`src/sv/fdf_pkg.sv`:
```
`timescale 1ns / 1ps

package fdf_pkg;

   localparam int TAPS       = 52;
   localparam int IDX_W      = (TAPS > 1) ? $clog2(TAPS) : 1;
   localparam int CSR_W      = 6;
   localparam int COEF_IDX_W = 6;
   localparam int COEF_W     = 16;
   localparam int SAMPLE_W   = 12;
   localparam int OUT_W      = 16;
   localparam int FRAC_W     = 15;
   localparam int PROD_W     = COEF_W + SAMPLE_W + 1;
   localparam int ACC_W      = PROD_W + IDX_W;
   localparam int Q_W        = ACC_W - FRAC_W;
   localparam int OUT_MAX    = 2 ** (OUT_W - 1) - 1;

   localparam logic [CSR_W-1:0] TAPS_RESET = CSR_W'(52);

   localparam logic ACTION_LOAD   = 1'b0;
   localparam logic ACTION_SAMPLE = 1'b1;

   typedef enum logic [2:0] {
      ST_IDLE,
      ST_LOAD,
      ST_RUN,
      ST_DRAIN1,
      ST_DRAIN2,
      ST_OUT
   } fdf_state_type;

   typedef struct packed {
      logic             capture;
      logic             coef_write;
      logic             acc_clear;
      logic             issue;
      logic [IDX_W-1:0] issue_idx;
      logic             out_load;
   } fdf_cmd_type;

   typedef struct packed {
      logic out_busy;
   } fdf_status_type;

endpackage

```
`src/sv/fdf_if.sv`:
```
`timescale 1ns / 1ps

interface fdf_req_if;
   import fdf_pkg::*;

   logic                         valid;
   logic                         ready;
   logic                         action;
   logic [COEF_IDX_W-1:0]        coef_index;
   logic signed [COEF_W-1:0]     coef_value;
   logic [SAMPLE_W-1:0]          sample;

   modport source (output valid, action, coef_index, coef_value, sample, input ready);
   modport sink   (input valid, action, coef_index, coef_value, sample, output ready);
endinterface

interface fdf_rsp_if;
   import fdf_pkg::*;

   logic                     valid;
   logic                     ready;
   logic signed [OUT_W-1:0]  filtered;
   logic                     saturated;

   modport source (output valid, filtered, saturated, input ready);
   modport sink   (input valid, filtered, saturated, output ready);
endinterface

```
`src/sv/fdf_ram.sv`:
```
`timescale 1ns / 1ps

module fdf_ram #(
   parameter int WIDTH = 16,
   parameter int DEPTH = 52
) (
   input  logic                                      clock,
   input  logic                                      write_enable,
   input  logic [((DEPTH > 1) ? $clog2(DEPTH) : 1)-1:0] write_addr,
   input  logic [WIDTH-1:0]                          write_data,
   input  logic [((DEPTH > 1) ? $clog2(DEPTH) : 1)-1:0] read_addr,
   output logic [WIDTH-1:0]                          read_data
);

   logic [WIDTH-1:0] mem [DEPTH];

   always_ff @(posedge clock) begin
      if (write_enable) begin
         mem[write_addr] <= write_data;
      end
      read_data <= mem[read_addr];
   end

endmodule

```
`src/sv/fdf_ctrl.sv`:
```
`timescale 1ns / 1ps

module fdf_ctrl (
   input  logic                          clock,
   input  logic                          reset,
   input  logic                          req_valid,
   input  logic                          req_action,
   output logic                          req_ready,
   input  logic                          csr_write_enable,
   input  logic [fdf_pkg::CSR_W-1:0]     csr_write_data,
   output fdf_pkg::fdf_cmd_type          cmd,
   input  fdf_pkg::fdf_status_type       status
);
   import fdf_pkg::*;

   fdf_state_type     state_ff, state_in;
   logic [IDX_W-1:0]  idx_ff, idx_in;
   logic [CSR_W-1:0]  taps_ff;
   logic [IDX_W-1:0]  last_idx;

   // zero taps act as one, too many act as TAPS
   always_comb begin
      if (taps_ff == '0) begin
         last_idx = '0;
      end else if (int'(taps_ff) > TAPS) begin
         last_idx = IDX_W'(TAPS - 1);
      end else begin
         last_idx = IDX_W'(taps_ff - CSR_W'(1));
      end
   end

   always_ff @(posedge clock) begin
      if (reset) begin
         state_ff <= ST_IDLE;
         idx_ff   <= '0;
         taps_ff  <= TAPS_RESET;
      end else begin
         state_ff <= state_in;
         idx_ff   <= idx_in;
         if (csr_write_enable) begin
            taps_ff <= csr_write_data;
         end
      end
   end

   always_comb begin
      state_in      = state_ff;
      idx_in        = idx_ff;
      cmd           = '0;
      cmd.issue_idx = idx_ff;
      req_ready     = 1'b0;
      case (state_ff)
         ST_IDLE: begin
            req_ready = 1'b1;
            if (req_valid) begin
               cmd.capture = 1'b1;
               if (req_action == ACTION_SAMPLE) begin
                  cmd.acc_clear = 1'b1;
                  idx_in        = last_idx;
                  state_in      = ST_RUN;
               end else begin
                  state_in = ST_LOAD;
               end
            end
         end
         ST_LOAD: begin
            cmd.coef_write = 1'b1;
            state_in       = ST_IDLE;
         end
         ST_RUN: begin
            cmd.issue = 1'b1;
            if (idx_ff == '0) begin
               state_in = ST_DRAIN1;
            end else begin
               idx_in = idx_ff - IDX_W'(1);
            end
         end
         ST_DRAIN1: state_in = ST_DRAIN2;
         ST_DRAIN2: state_in = ST_OUT;
         ST_OUT: begin
            if (!status.out_busy) begin
               cmd.out_load = 1'b1;
               state_in     = ST_IDLE;
            end
         end
         default: state_in = ST_IDLE;
      endcase
   end

`ifndef SYNTHESIS
   a_sample_starts_run: assert property (@(posedge clock) disable iff (reset)
      req_valid && req_ready && req_action == ACTION_SAMPLE |=> state_ff == ST_RUN)
      else $error("sample transaction did not start the tap sweep");

   a_sweep_ends: assert property (@(posedge clock) disable iff (reset)
      state_ff == ST_RUN && idx_ff == '0 |=> state_ff == ST_DRAIN1)
      else $error("tap sweep did not end at tap zero");

   a_out_returns: assert property (@(posedge clock) disable iff (reset)
      state_ff == ST_OUT && !status.out_busy |=> state_ff == ST_IDLE)
      else $error("result not handed over when output was free");
`endif

endmodule

```
`src/sv/fdf_datapath.sv`:
```
`timescale 1ns / 1ps

module fdf_datapath (
   input  logic                                 clock,
   input  logic                                 reset,
   input  fdf_pkg::fdf_cmd_type                 cmd,
   output fdf_pkg::fdf_status_type              status,
   input  logic [fdf_pkg::COEF_IDX_W-1:0]       req_coef_index,
   input  logic signed [fdf_pkg::COEF_W-1:0]    req_coef_value,
   input  logic [fdf_pkg::SAMPLE_W-1:0]         req_sample,
   input  logic                                 rsp_ready,
   output logic                                 rsp_valid,
   output logic signed [fdf_pkg::OUT_W-1:0]     rsp_filtered,
   output logic                                 rsp_saturated
);
   import fdf_pkg::*;

   logic [COEF_IDX_W-1:0]      coef_idx_ff;
   logic signed [COEF_W-1:0]   coef_val_ff;
   logic [SAMPLE_W-1:0]        sample_ff;

   logic [TAPS-1:0]            dvalid_ff, cvalid_ff;

   logic                       s1_v_ff, s1_first_ff, dv_q_ff, cv_q_ff;
   logic [IDX_W-1:0]           s1_idx_ff;
   logic                       s1_v_in, s1_first_in, dv_q_in, cv_q_in;

   logic signed [PROD_W-1:0]   prod_ff, prod_in;
   logic                       s2_v_ff;
   logic signed [ACC_W-1:0]    acc_ff, acc_in;

   logic                       rsp_valid_ff;
   logic signed [OUT_W-1:0]    filtered_ff, filtered_in;
   logic                       saturated_ff, saturated_in;

   logic [IDX_W-1:0]           d_raddr;
   logic [SAMPLE_W-1:0]        d_rdata, d_new;
   logic [COEF_W-1:0]          c_rdata;
   logic signed [COEF_W-1:0]   c_cur;
   logic                       coef_we;
   logic [IDX_W-1:0]           coef_waddr;

   logic signed [ACC_W-1:0]    acc_adj;
   logic signed [Q_W-1:0]      q, q_max, q_min;

   assign d_raddr    = cmd.issue_idx - IDX_W'(1);
   assign coef_we    = cmd.coef_write && (int'(coef_idx_ff) < TAPS);
   assign coef_waddr = IDX_W'(coef_idx_ff);

   fdf_ram #(.WIDTH(SAMPLE_W), .DEPTH(TAPS)) u_delay_ram (
      .clock        (clock),
      .write_enable (s1_v_ff),
      .write_addr   (s1_idx_ff),
      .write_data   (d_new),
      .read_addr    (d_raddr),
      .read_data    (d_rdata)
   );

   fdf_ram #(.WIDTH(COEF_W), .DEPTH(TAPS)) u_coef_ram (
      .clock        (clock),
      .write_enable (coef_we),
      .write_addr   (coef_waddr),
      .write_data   (coef_val_ff),
      .read_addr    (cmd.issue_idx),
      .read_data    (c_rdata)
   );

   // tap zero takes the new sample; unwritten entries read as zero
   always_comb begin
      s1_v_in     = cmd.issue;
      s1_first_in = (cmd.issue_idx == '0);
      dv_q_in     = (cmd.issue_idx != '0) && dvalid_ff[d_raddr];
      cv_q_in     = cvalid_ff[cmd.issue_idx];
      d_new       = s1_first_ff ? sample_ff : (dv_q_ff ? d_rdata : '0);
      c_cur       = cv_q_ff ? $signed(c_rdata) : '0;
      prod_in     = c_cur * $signed({1'b0, d_new});
      if (cmd.acc_clear) begin
         acc_in = '0;
      end else if (s2_v_ff) begin
         acc_in = acc_ff + ACC_W'(prod_ff);
      end else begin
         acc_in = acc_ff;
      end
   end

   // divide by 2^15 truncating toward zero, then clip
   always_comb begin
      acc_adj = acc_ff + (acc_ff[ACC_W-1] ? ACC_W'(2 ** FRAC_W - 1) : '0);
      q       = acc_adj[ACC_W-1:FRAC_W];
      q_max   = Q_W'(OUT_MAX);
      q_min   = ~q_max;
      if (q > q_max) begin
         filtered_in  = OUT_W'(OUT_MAX);
         saturated_in = 1'b1;
      end else if (q < q_min) begin
         filtered_in  = ~OUT_W'(OUT_MAX);
         saturated_in = 1'b1;
      end else begin
         filtered_in  = q[OUT_W-1:0];
         saturated_in = 1'b0;
      end
   end

   always_ff @(posedge clock) begin
      if (cmd.capture) begin
         coef_idx_ff <= req_coef_index;
         coef_val_ff <= req_coef_value;
         sample_ff   <= req_sample;
      end
      s1_first_ff <= s1_first_in;
      s1_idx_ff   <= cmd.issue_idx;
      dv_q_ff     <= dv_q_in;
      cv_q_ff     <= cv_q_in;
      prod_ff     <= prod_in;
      acc_ff      <= acc_in;
      if (cmd.out_load) begin
         filtered_ff  <= filtered_in;
         saturated_ff <= saturated_in;
      end
   end

   always_ff @(posedge clock) begin
      if (reset) begin
         dvalid_ff    <= '0;
         cvalid_ff    <= '0;
         s1_v_ff      <= 1'b0;
         s2_v_ff      <= 1'b0;
         rsp_valid_ff <= 1'b0;
      end else begin
         s1_v_ff <= s1_v_in;
         s2_v_ff <= s1_v_ff;
         if (s1_v_ff) begin
            dvalid_ff[s1_idx_ff] <= 1'b1;
         end
         if (coef_we) begin
            cvalid_ff[coef_waddr] <= 1'b1;
         end
         if (cmd.out_load) begin
            rsp_valid_ff <= 1'b1;
         end else if (rsp_ready) begin
            rsp_valid_ff <= 1'b0;
         end
      end
   end

   assign status.out_busy = rsp_valid_ff && !rsp_ready;
   assign rsp_valid       = rsp_valid_ff;
   assign rsp_filtered    = filtered_ff;
   assign rsp_saturated   = saturated_ff;

`ifndef SYNTHESIS
   a_no_overwrite: assert property (@(posedge clock) disable iff (reset)
      !(cmd.out_load && status.out_busy))
      else $error("pending result overwritten");

   a_clip_value: assert property (@(posedge clock) disable iff (reset)
      rsp_valid_ff && saturated_ff |->
         filtered_ff == OUT_W'(OUT_MAX) || filtered_ff == ~OUT_W'(OUT_MAX))
      else $error("clip flag without clipped value");
`endif

endmodule

```
`src/sv/fir_filter_direct_form.sv`:
```
`timescale 1ns / 1ps

// Port    | Dir | Transaction
// --------+-----+---------------------------------------------------------
// req_*   | in  | action, coef_index, coef_value, sample (valid/ready)
// rsp_*   | out | filtered, saturated (valid/ready), one per sample
// csr_*   | in  | taps_in_use, written on csr_write_enable
//
// A sample runs one multiply-accumulate per tap, read from the delay and
// coefficient RAMs one port each, shifting the delay line in that sweep;
// no request is taken meanwhile. A coefficient load captures, then writes.
// After reset both tables read as zero through per-entry valid flags.
// A result waits in the output register while a new request is taken;
// the next result holds in the final step until the output is free.

module fir_filter_direct_form (
   input  logic                       clock,
   input  logic                       reset,
   fdf_req_if.sink                    req_chan,
   fdf_rsp_if.source                  rsp_chan,
   input  logic                       csr_write_enable,
   input  logic [fdf_pkg::CSR_W-1:0]  csr_write_data
);
   import fdf_pkg::*;

   fdf_cmd_type    cmd;
   fdf_status_type status;

   fdf_ctrl u_ctrl (
      .clock            (clock),
      .reset            (reset),
      .req_valid        (req_chan.valid),
      .req_action       (req_chan.action),
      .req_ready        (req_chan.ready),
      .csr_write_enable (csr_write_enable),
      .csr_write_data   (csr_write_data),
      .cmd              (cmd),
      .status           (status)
   );

   fdf_datapath u_datapath (
      .clock          (clock),
      .reset          (reset),
      .cmd            (cmd),
      .status         (status),
      .req_coef_index (req_chan.coef_index),
      .req_coef_value (req_chan.coef_value),
      .req_sample     (req_chan.sample),
      .rsp_ready      (rsp_chan.ready),
      .rsp_valid      (rsp_chan.valid),
      .rsp_filtered   (rsp_chan.filtered),
      .rsp_saturated  (rsp_chan.saturated)
   );

endmodule
```
`src/flat_wrapper.sv`:
```
// flat-port wrapper written by rule: the top's interface ports become plain ports
module fir_filter_direct_form_flat import fdf_pkg::*;
  (clock, reset, csr_write_enable, csr_write_data, req_chan_valid, req_chan_action, req_chan_coef_index, req_chan_coef_value, req_chan_sample, req_chan_ready, rsp_chan_valid, rsp_chan_filtered, rsp_chan_saturated, rsp_chan_ready);
  fdf_req_if req_chan_i ();
  fdf_rsp_if rsp_chan_i ();
  input  logic clock;
  input  logic reset;
  input  logic csr_write_enable;
  input  logic [fdf_pkg::CSR_W-1:0] csr_write_data;
  input wire logic [$bits(req_chan_i.valid)-1:0] req_chan_valid;
  input wire logic [$bits(req_chan_i.action)-1:0] req_chan_action;
  input wire logic [$bits(req_chan_i.coef_index)-1:0] req_chan_coef_index;
  input wire logic [$bits(req_chan_i.coef_value)-1:0] req_chan_coef_value;
  input wire logic [$bits(req_chan_i.sample)-1:0] req_chan_sample;
  output wire logic [$bits(req_chan_i.ready)-1:0] req_chan_ready;
  output wire logic [$bits(rsp_chan_i.valid)-1:0] rsp_chan_valid;
  output wire logic [$bits(rsp_chan_i.filtered)-1:0] rsp_chan_filtered;
  output wire logic [$bits(rsp_chan_i.saturated)-1:0] rsp_chan_saturated;
  input wire logic [$bits(rsp_chan_i.ready)-1:0] rsp_chan_ready;
  assign req_chan_i.valid = req_chan_valid;
  assign req_chan_i.action = req_chan_action;
  assign req_chan_i.coef_index = req_chan_coef_index;
  assign req_chan_i.coef_value = req_chan_coef_value;
  assign req_chan_i.sample = req_chan_sample;
  assign req_chan_ready = req_chan_i.ready;
  assign rsp_chan_valid = rsp_chan_i.valid;
  assign rsp_chan_filtered = rsp_chan_i.filtered;
  assign rsp_chan_saturated = rsp_chan_i.saturated;
  assign rsp_chan_i.ready = rsp_chan_ready;
  fir_filter_direct_form u_core (.clock(clock), .reset(reset), .req_chan(req_chan_i), .rsp_chan(rsp_chan_i), .csr_write_enable(csr_write_enable), .csr_write_data(csr_write_data));
endmodule
```
`config.mk`:
```
export PLATFORM = sky130hd
export DESIGN_NAME = fir_filter_direct_form_flat
export DESIGN_NICKNAME = d
export VERILOG_FILES = /design/src/sv/fdf_pkg.sv /design/src/sv/fdf_if.sv /design/src/sv/fdf_ram.sv /design/src/sv/fdf_ctrl.sv /design/src/sv/fdf_datapath.sv /design/src/sv/fir_filter_direct_form.sv /design/src/flat_wrapper.sv
export SDC_FILE = /design/constraint.sdc
export NUM_CORES = 2
export LEC_CHECK = 0
export BUFFER_PORTS_ARGS = -buffer_cell sky130_fd_sc_hd__buf_2
export CAP_MARGIN = 0
export CORE_MARGIN = 1.5
export CORE_UTILIZATION = 57
export CTS_CLUSTER_DIAMETER = 150
export DETAILED_ROUTE_END_ITERATION = 7
export PLACE_DENSITY = 0.73
export SYNTH_ARGS = -nofsm -noshare
export SYNTH_HDL_FRONTEND = slang
export SYNTH_HIERARCHICAL = 1
export SYNTH_SLANG_ARGS = --single-unit
export TNS_END_PERCENT = 1
```
`constraint.sdc`:
```
create_clock -name clock -period 6.8 [get_ports clock]
set_input_delay 1.36 -clock clock [delete_from_list [all_inputs] [get_ports clock]]
set_output_delay 1.36 -clock clock [all_outputs]
set_load 0.005 [all_outputs]
```
## Yosys cells after proc, flatten, opt, wreduce, memory -nomap -nowiden

Memory sizes are Yosys's and may differ from the RTL's. A register that Yosys moved wholly into a read port is not among the register bits.
Index checks and enable logic that the tools add are counted.

| storage, ports and cells | value |
|---|---|
| register bits | 246 |
| memory bits (writable) | 1456 |
| input port bits | 46 |
| logic and storage cells | 103 |
| memories kept | 2 |

Memory list:

| name | words | width | read ports | clocked after Yosys merged registers in | wr ports | RTL line | text |
|---|---|---|---|---|---|---|---|
| u_core.u_datapath.u_coef_ram.mem | 52 | 16 | 1 | 1 | 1 | fdf_ram.sv:15 | `logic [WIDTH-1:0] mem [DEPTH];` |
| u_core.u_datapath.u_delay_ram.mem | 52 | 12 | 1 | 1 | 1 | fdf_ram.sv:15 |  |

| cells by class | value |
|---|---|
| $add $sub $neg | 4 |
| multipliers | 1 |
| order comparisons | 10 |
| eq/ne operators | 10 |
| mux-type cells | 41 |
| bitwise gates (word level) | 2 |
| reduce and logical (&&, ||, !) cells | 14 |

Operators by type and width:

| kind | count |
|---|---|
| OR 52 bit | 2 |
| adder 35 x 15 -> 35 bit | 1 |
| adder 35 x 29 -> 35 bit | 1 |
| 2-to-1 mux 16 bit | 2 |
| 2-to-1 mux 6 bit | 5 |
| multiplier 16 x 13 -> 29 bit | 1 |
| < comparator 6 x 7 -> 1 bit (second input constant) | 4 |
| 2-to-1 mux 12 bit | 2 |
| 2-to-1 mux 1 bit | 21 |
| greater-than comparator 20 x 16 -> 1 bit (second input constant) | 1 |
| < comparator 20 x 16 -> 1 bit (second input constant) | 1 |
| 2-to-1 mux 15 bit | 1 |
| case mux 3 bit (5 select lines) | 1 |
| binary-select mux 1 bit (select 6 bit) | 2 |
| demux 1 bit (select 6 bit) | 2 |
| greater-or-equal comparator 6 x 1 -> 1 bit (second input constant) | 2 |
| zero test 6 bit | 2 |
| case mux 6 bit (2 select lines) | 1 |
| subtractor 6 x 1 -> 6 bit (second input constant) | 2 |
| inequality test 2 bit (second input constant) | 5 |
| 2-to-1 mux 3 bit | 3 |
| == test 3 x 2 -> 1 bit (second input constant) | 2 |
| == test 3 bit (second input constant) | 2 |
| greater-than comparator 6 bit (second input constant) | 1 |
| other kinds (10) | 15 |

## Logic depth before layout (Yosys ltp)

| depth | value |
|---|---|
| word-level depth | 6 |
| depth in mapped cells | 26 |
| depth with buffers taken out | 24 |

## By module

Netlist, hierarchy kept.

Modules (own cells, without submodules):

| module | instances | cells an instance | area each (µm²) |
|---|---|---|---|
| fdf_ram (u_core.u_datapath.u_coef_ram) | 1 | 1418 | 32384.8 |
| fdf_ram (u_core.u_datapath.u_delay_ram) | 1 | 1143 | 24574.8 |
| fdf_datapath | 1 | 1924 | 17769.5 |
| fdf_ctrl | 1 | 119 | 967.2 |

## Least setup slack after synthesis

No wires, ideal clock.

| path | value |
|---|---|
| path type | register to register |
| start point | register u_core.u_datapath.s1_first_ff |
| end point | register u_core.u_datapath.prod_ff[28] |
| setup time | 0.072 ns |
| arrival | 6.803 ns |
| required time | 6.728 ns |
| path slack | -0.075 ns |
| cell stages (with the launch flop) | 25 |
| buffers on the path | 2 |
| clock period less this slack | 6.875 ns |
| cells stage by stage | dfxtp_1 -> nor2b_1 -> clkbuf_1 -> a22oi_1 -> inv_1 -> clkbuf_1 -> nand2_1 -> fa_1 -> fa_1 -> fa_1 -> inv_1 -> fa_1 -> inv_1 -> fa_1 -> inv_1 -> ha_1 -> a21o_1 -> a21oi_1 -> nor2b_1 -> o31ai_1 -> a311o_1 -> a31oi_1 -> o21a_1 -> nor2_1 -> xnor2_1 |

| on the way | value |
|---|---|
| word-level cells in the longest chain between the ends | 2 |

Ends and longest elaborated chain:

| element | RTL line | text |
|---|---|---|
| from (decl) | fdf_datapath.sv:24 | `logic s1_v_ff, s1_first_ff, dv_q_ff, cv_q_ff;` |
| from (signal assigned) | fdf_datapath.sv:110 | `s1_first_ff <= s1_first_in;` |
| 2-to-1 mux 12 bit | fdf_datapath.sv:74 | `d_new = s1_first_ff ? sample_ff : (dv_q_ff ? d_rdata : '0);` |
| net u_core.u_datapath.d_new[5] | fdf_datapath.sv:37 | `logic [SAMPLE_W-1:0] d_rdata, d_new;` |
| multiplier 16 x 13 -> 29 bit | fdf_datapath.sv:76 | `prod_in = c_cur * $signed({1'b0, d_new});` |
| net u_core.u_datapath.prod_in[28] | fdf_datapath.sv:28 | `logic signed [PROD_W-1:0] prod_ff, prod_in;` |
| to (signal assigned) | fdf_datapath.sv:114 | `prod_ff <= prod_in;` |
| to (decl) | fdf_datapath.sv:28 |  |

The timed path passes the listed nets, and every way through them passes these cells.
A chain may end at the register's enable or synchronous reset.

## Worst setup path in the final report

| path | value |
|---|---|
| start point | register u_core.u_datapath.dv_q_ff |
| end point | register u_core.u_datapath.prod_ff[28] |

| on the way | value |
|---|---|
| word-level cells in the longest chain between the ends | 3 |

Ends and longest elaborated chain:

| element | RTL line | text |
|---|---|---|
| from (decl) | fdf_datapath.sv:24 |  |
| from (signal assigned) | fdf_datapath.sv:112 | `dv_q_ff <= dv_q_in;` |
| 2-to-1 mux 12 bit (2 in a row) | fdf_datapath.sv:74 |  |
| multiplier 16 x 13 -> 29 bit | fdf_datapath.sv:76 |  |
| net u_core.u_datapath.prod_in[28] | fdf_datapath.sv:28 |  |

The timed path passes the listed nets, and every way through them passes these cells.

==> metrics.csv <==
stage;metric;value;unit
sta;slew_headroom;14.9;%
sta;rsz0062_at_grt;no;
placed_design;io_buffer_count;64;
synth;yosysUniqueCellTypes;94;
synth;async_reset_ff_share;0;%
finish;final_common_cell;edfxtp_1;
finish;fillers;9063;
setup_path;required;7.52;ns
global_routing;track_usage;25.7;%
die;dieArea;135000;sq um
clocking;cts_tree;yes;
synth;ys_ff_latch;1730;
route;ant_nets;0;
job;maxCapViolations;0;
sta;finClkSkew;0.0696;ns
sta;fmax;0.156;GHz
route;routed_via_density;6.19;
finish;area_growth;10.8;%
synth;synth_nets;4950;
synth;netlist_area;75700;sq um
die;fp.dieH;367;um
finish;nets;5132;
clocking;cts_root_buf;clkbuf_16;
synth;synth_flop_cell;edfxtp_1;
setup_path;cp-end-kind;register;
route;wirelength;171000;um
sta;totalNegativeSetupSlack;0;ns
setup_path;crit_fanout;14;
placed_design;detailed_place_hpwl;105000;um
status;status;finished clean;
global_routing;grt_antenna_before_repair;7;
hold_path;worstHoldStart;u_core/u_datapath/cvalid_ff[27];
synth;syn_inst;4604;
clocking;h-tree-depth;4;
global_routing;grt_pass1_wl;261000;um
die;core_region_area;132000;sq um
clocking;clk_pin_slew_worst_paths;0.06;ns
synth;synth-edff-count;1507;
die;initial_utilization;57.5;%
die;rows;133;
finish;drive_gt1_share;19.8;%
die;fp.dieW;367;um
global_routing;grt_max_degree;128;
finish;final_cell_mix;edfxtp_1 (1507), nor2_1 (401), mux4_2 (385);
synth;syn_area_per_cell;16.4;sq um
sta;finalCritPeriodShare;94.1;%
finish;multi_input_area;23700;sq um
clocking;clock_latency;0.80;ns
synth;ys_seq_area_share;65.7;%
route;route.detailed.wl_per_inst;25.6;um
global_routing;grt_pass1_vias;42000;
route;dr_total_vias;41400;
power;p_leak;29.1;nW
placed_design;dp.cells;6369;
hold_path;hold_path_class;register to register;
power;total_power;25.3;mW
sta;hold_violations;0;
die;num_io_pins;65;
route;firstDrtPassIters;6;
setup_path;startpoint_type;register;
clocking;cts_setup_buffers;0;
clocking;cts_resized;0;
sta;maxSlewViolCount;0;
power;peakVddDrop;0.262;mV
clocking;cts_sinks;1730;
setup_path;crit_type;register to register;
placed_design;place_congestion;0.884;
finish;seqCellArea;49700;sq um
route;drc;0;
setup_path;crit_start;u_core/u_datapath/dv_q_ff;
clocking;postCtsHoldBufs;0;
synth;yosys_warnings;6;
sta;finalSetupViolCount;0;
clocking;clock_path_buffers;3;
global_routing;grt-ovfl-total;0;
power;p_per_area;302;nW/um^2
sta;holdWs;0.464;ns
clocking;cts_made_buffers;170;
sta;worst_slew_pin_slew;1.27;ns
setup_path;arrival;7.11;ns
finish;finalNonFillerCells;6686;
sta;period_needed;6.40;ns
setup_path;r2r_start;u_core/u_datapath/dv_q_ff;
route;drt_iter0_markers;4511;
[stage by stage]
| step | worst slack (ns) | area [sq um] | util (%) |
|---|---|---|---|
| after floorplan | 0.0273 | 75700 | - |
| after global placement | 0.469 | 78300 | 59.5 |
| after detailed placement | 0.428 | 78300 | 59.5 |
| after CTS | 0.432 | 83900 | 63.7 |
| after global routing | 0.0436 | 83900 | 63.7 |
| final | 0.403 | 83900 | 63.7 |
[flip-flops by register name, summed over array words and instances (netlist names), 12 cells and up]
| register | cells |
|---|---|
| u_core/u_datapath/dvalid_ff | 52 |
| u_core/u_datapath/sample_ff | 12 |
| u_core/u_datapath/prod_ff | 29 |
| u_core/u_datapath/coef_val_ff | 16 |
| u_core/u_datapath/acc_ff | 35 |
| u_core/u_datapath/cvalid_ff | 52 |
| u_core/u_datapath/u_delay_ram/mem | 624 |
| u_core/u_datapath/rsp_filtered | 16 |
| u_core/u_datapath/u_delay_ram/read_data | 12 |
| u_core/u_datapath/u_coef_ram/mem | 832 |
| u_core/u_datapath/u_coef_ram/read_data | 16 |
[per-layer routing]
layer  wire [um]  global-route usage [%]  share of wire [%]  up-vias
met5          34                       0              0.020        -
met4        4070                    7.07                2.4        6
met3       14700                    4.60                8.6      264
met2       83000                    41.5                 48     1858
met1       69300                    36.3                 41    21300
li1            -                       -                  -    17900
[report_power, final]
group          switching (mW)  total [mW]  internal (mW)
logic                    2.52        3.81           1.29
registers               0.161        12.3           12.1
clock network            4.00        9.21           5.20
[final timing paths]
kind / to / slack [ns] / depth (start not counted)
worst max-delay path: u_core/u_datapath/prod_ff[28] / 0.40 / 22
worst min-delay path: u_core/u_datapath/cvalid_ff[27] / 0.46 / 2
worst max register to register: u_core/u_datapath/prod_ff[28] / 0.40 / 22
worst min register to register: u_core/u_datapath/cvalid_ff[27] / 0.46 / 2
[layout make-up]
type	instances	area share (%)
Sequential cell	1730	59.3
Clock buffer	224	5.50
Tap cell	1755	2.62
Clock inverter	90	1.09
Timing Repair Buffer	226	1.91
Inverter	304	1.37
Antenna cell	3	0.00895
Multi-Input combinational cell	2354	28.2
[critical path: stages (launching register included)]
cell and delay (ns):
dfxtp_1 0.31, nor2b_1 0.13, buf_4 0.17, a22oi_1 0.61, inv_2 0.33, nand2_1 0.18
fa_1 0.43, inv_1 0.09, fa_1 0.45, fa_1 0.57, fa_1 0.55, inv_1 0.05
fa_1 0.52, inv_1 0.04, ha_1 0.24, or3_1 0.38, o31ai_1 0.24, buf_4 0.19
a311o_1 0.26, a31oi_1 0.15, o21a_1 0.21, nor2_1 0.11, xnor2_1 0.13
[synthesized netlist by cell type (all sizes together) (8+ instances only)]
cell	instances	share of area, %
xnor2	49	0.57
nand2	205	1.0
o21ai	90	0.64
nor2	401	2.0
nand4	19	0.16
nand3	40	0.26
a21o	44	0.44
edfxtp	1507	60
and3b	8	0.093
nor3	62	0.42
and2	32	0.26
nor4	15	0.12
mux2i	74	0.98
mux2	65	0.97
ha	121	2.0
clkbuf	113	0.56
nand3b	11	0.11
nor3b	12	0.12
or3	9	0.074
a22oi	17	0.17
dfxtp	223	5.9
and3	10	0.096
inv	304	1.5
a211oi	27	0.27
mux4	385	11
fa	179	4.7
buf	103	1.1
a31oi	16	0.13
nand2b	25	0.21
o22ai	70	0.58
nor2b	55	0.45
a21oi	161	1.1
xor2	27	0.31
o31ai	15	0.18
[cells by family (layout without fill, tap and decap cells)]
group | Yosys count | in the layout | synth area share (%)
flip-flops | 1730 | 1730 | 65.7
AND/OR/NAND/NOR | 925 | 925 | 5.62
AO/OA/AOI/OAI | 529 | 529 | 4.53
multiplexers | 524 | 524 | 13.4
buffers and inverters | 520 | 844 | 3.15
adder cells (fa/ha/maj) | 300 | 300 | 6.73
XOR/XNOR | 76 | 76 | 0.879
other | 0 | 3 | 0
(Power assumes the default switching activity.)
